File: config.mk
export PLATFORM = sky130hd
export DESIGN_NAME = sal_cell
export DESIGN_NICKNAME = d
export VERILOG_FILES = /design/src/rtl/core/sal_pkg.sv /design/src/rtl/core/sal_cell.sv
export SDC_FILE = /design/constraint.sdc
export NUM_CORES = 1
export LEC_CHECK = 0
export ABC_CLOCK_PERIOD_IN_PS = 2000
export BUFFER_PORTS_ARGS = -buffer_cell sky130_fd_sc_hd__buf_2
export CAP_MARGIN = 20
export CORE_MARGIN = 3
export CORE_UTILIZATION = 42
export DETAILED_ROUTE_END_ITERATION = 8
export PLACE_DENSITY = 0.72
export RECOVER_POWER = 100
export REMOVE_ABC_BUFFERS = 1
export SYNTH_ARGS = -nofsm -noshare
export SYNTH_HDL_FRONTEND = slang
export SYNTH_SLANG_ARGS = --single-unit
File: constraint.sdc
create_clock -name clk -period 2 [get_ports clk]
set_input_delay 0.4 -clock clk [delete_from_list [all_inputs] [get_ports clk]]
set_output_delay 0.4 -clock clk [all_outputs]
set_load 0.03 [all_outputs]
File: src/rtl/core/sal_pkg.sv
// Shared types and constants for the skyline atlas allocator.
// No dependencies; the RTL files refer to it by scoped names, the bench files import it.
package sal_pkg;

  localparam int PAGE_WIDTH  = 128;
  localparam int PAGE_HEIGHT = 128;
  localparam int PAGE_COUNT  = 64;

  localparam int HW  = $clog2(PAGE_HEIGHT + 1);
  localparam int BW  = $clog2(PAGE_HEIGHT + 2);
  localparam int XW  = $clog2(PAGE_WIDTH);
  localparam int XCW = $clog2(PAGE_WIDTH + 1);
  localparam int PPW = $clog2(PAGE_COUNT + 1);
  localparam int PIW = (PAGE_COUNT > 1) ? $clog2(PAGE_COUNT) : 1;
  localparam int ROW_BITS = PAGE_WIDTH * HW;

  typedef enum logic [1:0] {
    ST_PLACED  = 2'd0,
    ST_BAD_DIM = 2'd1,
    ST_FULL    = 2'd2,
    ST_CLEARED = 2'd3
  } status_e;

  typedef enum logic {
    ACT_ALLOC = 1'b0,
    ACT_CLEAR = 1'b1
  } action_e;

  typedef struct packed {
    logic       action;
    logic [7:0] width_req;
    logic [7:0] height_req;
  } req_t;

  typedef struct packed {
    logic [5:0] page_index;
    logic [6:0] x_pos;
    logic [6:0] y_pos;
    logic [1:0] status;
  } res_t;

  typedef struct packed {
    logic load;
    logic slide;
    logic scan;
  } cell_ctl_t;

  typedef enum logic [2:0] {
    S_IDLE, S_READ, S_LOAD, S_SLIDE, S_SCAN, S_DECIDE, S_WRITE, S_FIN
  } state_t;

endpackage

File: src/rtl/core/sal_cell.sv
// One column cell: holds a column height, a shifting copy and a running maximum.
// Depends on sal_pkg.
module sal_cell (
  input  logic                    clk,
  input  sal_pkg::cell_ctl_t      ctl,
  input  logic [sal_pkg::HW-1:0]  load_val,
  input  logic [sal_pkg::HW-1:0]  s_in,
  input  logic [sal_pkg::HW-1:0]  m_in,
  output logic [sal_pkg::HW-1:0]  s_out,
  output logic [sal_pkg::HW-1:0]  m_out,
  output logic [sal_pkg::HW-1:0]  c_out
);

  logic [sal_pkg::HW-1:0] c;
  logic [sal_pkg::HW-1:0] s;
  logic [sal_pkg::HW-1:0] m;

  always_ff @(posedge clk) begin
    if (ctl.load) begin
      c <= load_val;
      s <= load_val;
      m <= load_val;
    end else if (ctl.slide) begin
      s <= s_in;
      m <= (s_in > m) ? s_in : m;
    end else if (ctl.scan) begin
      m <= m_in;
    end
  end

  assign s_out = s;
  assign m_out = m;
  assign c_out = c;

endmodule

==> impl_metrics.json <==
{
  "outcome": "finished clean",
  "hp-class": "input pin to register",
  "cts_buffer_depth": 2,
  "hold_viol_final": 0,
  "post-route-min-period_ns": 1.911,
  "drive_gt1_share_pct": 23.97,
  "synth_top_cell_area_share_pct": 61.54,
  "critPathLaunchType": "register",
  "drv_slew": 0,
  "initial_core_util_pct": 45.61,
  "fp.dieArea_mm2": 0.003458,
  "critPathCaptureType": "register",
  "cts_sinks": 24,
  "cts_root_buf": "clkbuf_4",
  "holdWs_ns": 0.2576,
  "route.final.wire_length_mm": 2.488,
  "core-area_mm2": 0.002567,
  "path_clk_slew_ns": 0.14,
  "drtIter0Drc": 19,
  "drc": 0,
  "dp.cells": 170,
  "drtPass1Iterations": 4,
  "relSlewSlack_pct": 51.64,
  "cap_violations": 0,
  "post_synth.cell_area_avg_um2": 13.01,
  "syn_area_mm2": 0.001171,
  "ys_warn_count": 0,
  "dp_hpwl_mm": 1.916,
  "cts_tree": "done",
  "io_buffers": 51,
  "gr-total-overflow": 0,
  "grt_max_degree": 18,
  "timing.reg2reg.setup_slack_ns": 0.09,
  "die_height_um": 58.81,
  "fin_skew_ns": 0.01134,
  "leakage_nw": 0.6513,
  "critical_path_class": "register to register",
  "gp_congestion": 0.7308,
  "postRouteAntennaNets": 0,
  "grt_pass1_wl_mm": 3.843,
  "ys_ff_latch": 24,
  "grtUsageTotal_pct": 15.08,
  "fin_crit_sh_pct": 95.56,
  "arrival_ns": 2.00,
  "synth_cell_types": 22,
  "fp.dieW_um": 58.81,
  "grt_pass1_vias": 842,
  "ys_seq_area_share_pct": 61.54,
  "via_per_inst": 5.040,
  "cts_buffers": 3,
  "setup_viol": 0,
  "worst_pin_slew_ns": 0.7254,
  "synthesis.instances": 90,
  "fmax_mhz": 523.3,
  "yosys.area.top_type": "edfxtp_1",
  "antenna_cells": 0,
  "vias": 887,
  "critPathMaxFanout": 5,
  "rows": 18,
  "synth_area_leaders": "edfxtp_1, ha_1, mux2i_1",
  "fin_cells": 176,
  "p_total_mw": 1.281,
  "p_per_area_mw_per_mm2": 858.8,
  "wl_per_cell_um": 14.14,
  "htreeDepth": 1,
  "worstSkewPairLatency_ns": 0.32,
  "nets": 183,
  "peakVddDrop_v": 0.0004473,
  "syn_to_final_growth_pct": 27.35,
  "required_ns": 2.09,
  "antenna_found_initial": 0,
  "fillers": 234,
  "ioPinCount": 52
}
flip-flops by register name (all words and copies together) (netlist names):
signal / cells
c_out: 8
s_out: 8
m_out: 8
through the flow:
| stage | TNS [ns] | worst slack, ns | utilization (%) | cell area (µm²) |
|---|---|---|---|---|
| 2_1_floorplan | -0.09336 | -0.01167 | - | 1150 |
| 3_3_place_gp | -0.3609 | -0.04522 | 56.77 | 1458 |
| 3_5_place_dp | -0.9643 | -0.1206 | 56.77 | 1458 |
| 4_1_cts | 0 | 0.01291 | 58.82 | 1510 |
| 5_1_grt | -0.1826 | -0.04427 | 58.09 | 1491 |
| 6_report | 0 | 0.08889 | 58.09 | 1491 |
per-layer routing:
| metal | routed length [µm] | share of wire (%) | track usage [%] | vias up |
|---|---|---|---|---|
| met5 | 0 | 0 | 0 | - |
| met4 | 40 | 1.6 | 7.767 | 0 |
| met3 | 190 | 7.6 | 1.754 | 4 |
| met2 | 1209 | 49 | 25.71 | 32 |
| met1 | 1047 | 42 | 18.67 | 410 |
| li1 | - | - | - | 441 |
power by group:
part           leakage [nW]  total (mW)  internal (mW)  switching (mW)
Clock                0.0279       0.353          0.203           0.150
Sequential            0.242       0.635          0.615          0.0199
Combinational         0.381       0.293         0.0900           0.203
Yosys cell counts (all sizes together):
| library cell | number |
|---|---|
| o211ai | 1 |
| a21o | 1 |
| or2 | 1 |
| inv | 14 |
| a2111oi | 1 |
| nand3 | 1 |
| mux2i | 6 |
| edfxtp | 24 |
| buf | 3 |
| a21oi | 2 |
| nor2 | 1 |
| o21ai | 12 |
| a2111o | 1 |
| nand2 | 6 |
| nor2b | 1 |
| a211oi | 1 |
| mux2 | 4 |
| nand4 | 2 |
| ha | 8 |
cells in the final DEF, fill, tap and decap left out, drive strengths merged:
| master | instances |
|---|---|
| a21oi | 2 |
| ha | 8 |
| or2 | 1 |
| o211ai | 1 |
| a2111oi | 1 |
| bufinv | 1 |
| clkbuf | 31 |
| nor2b | 1 |
| a211oi | 1 |
| nor2 | 1 |
| mux2 | 4 |
| buf | 27 |
| nand2 | 6 |
| edfxtp | 24 |
| a21o | 1 |
| nand4 | 2 |
| mux2i | 6 |
| o21ai | 12 |
| a2111o | 1 |
| inv | 14 |
| nand3 | 1 |
worst max-delay path: stages, from the launching register on:
cell       delay (ns)
edfxtp_1         0.43
inv_1            0.09
ha_1             0.23
nor2b_1          0.13
o211ai_1         0.16
a2111oi_1        0.10
a2111o_1         0.37
buf_4            0.17
path summary, 6_finish.rpt:
check,depth (start not counted),endpoint,from
max,7,m_out[0],m_out[1]
min,1,c_out[5],load_val[5]
max reg2reg,7,m_out[0],m_out[1]
min reg2reg,6,m_out[4],m_out[7]
kinds of logic (layout without fill, tap and decap cells):
family | after synthesis | in the layout | share of synthesized area (%)
buffers and inverters | 17 | 73 | 6.303
AO/OA/AOI/OAI | 19 | 19 | 9.616
flip-flops | 24 | 24 | 61.54
multiplexers | 10 | 10 | 8.974
AND/OR/NAND/NOR | 12 | 12 | 5.021
adder cells (fa/ha/maj) | 8 | 8 | 8.547
area by class of cell:
class                      count  area (µm²)  area share (%)
inverter                      14       52.55           3.523
clock inverter                 1       30.03           2.013
sequential                    24       720.7           48.32
tap                           30       37.54           2.517
timing repair buffer          55       247.7           16.61
clock buffer                   3       22.52           1.510
multi-input combinational     49       380.4           25.50
what timing repair did:
action                                  in CTS  in global routing
setup buffers                                0                  2
endpoints found under the setup margin       3                  8
resized for setup                            0                  2
hold buffers                                 0                  0
pin swaps                                    1                  2
cloned                                       0                  0
Power figures use the tool's default switching activity.
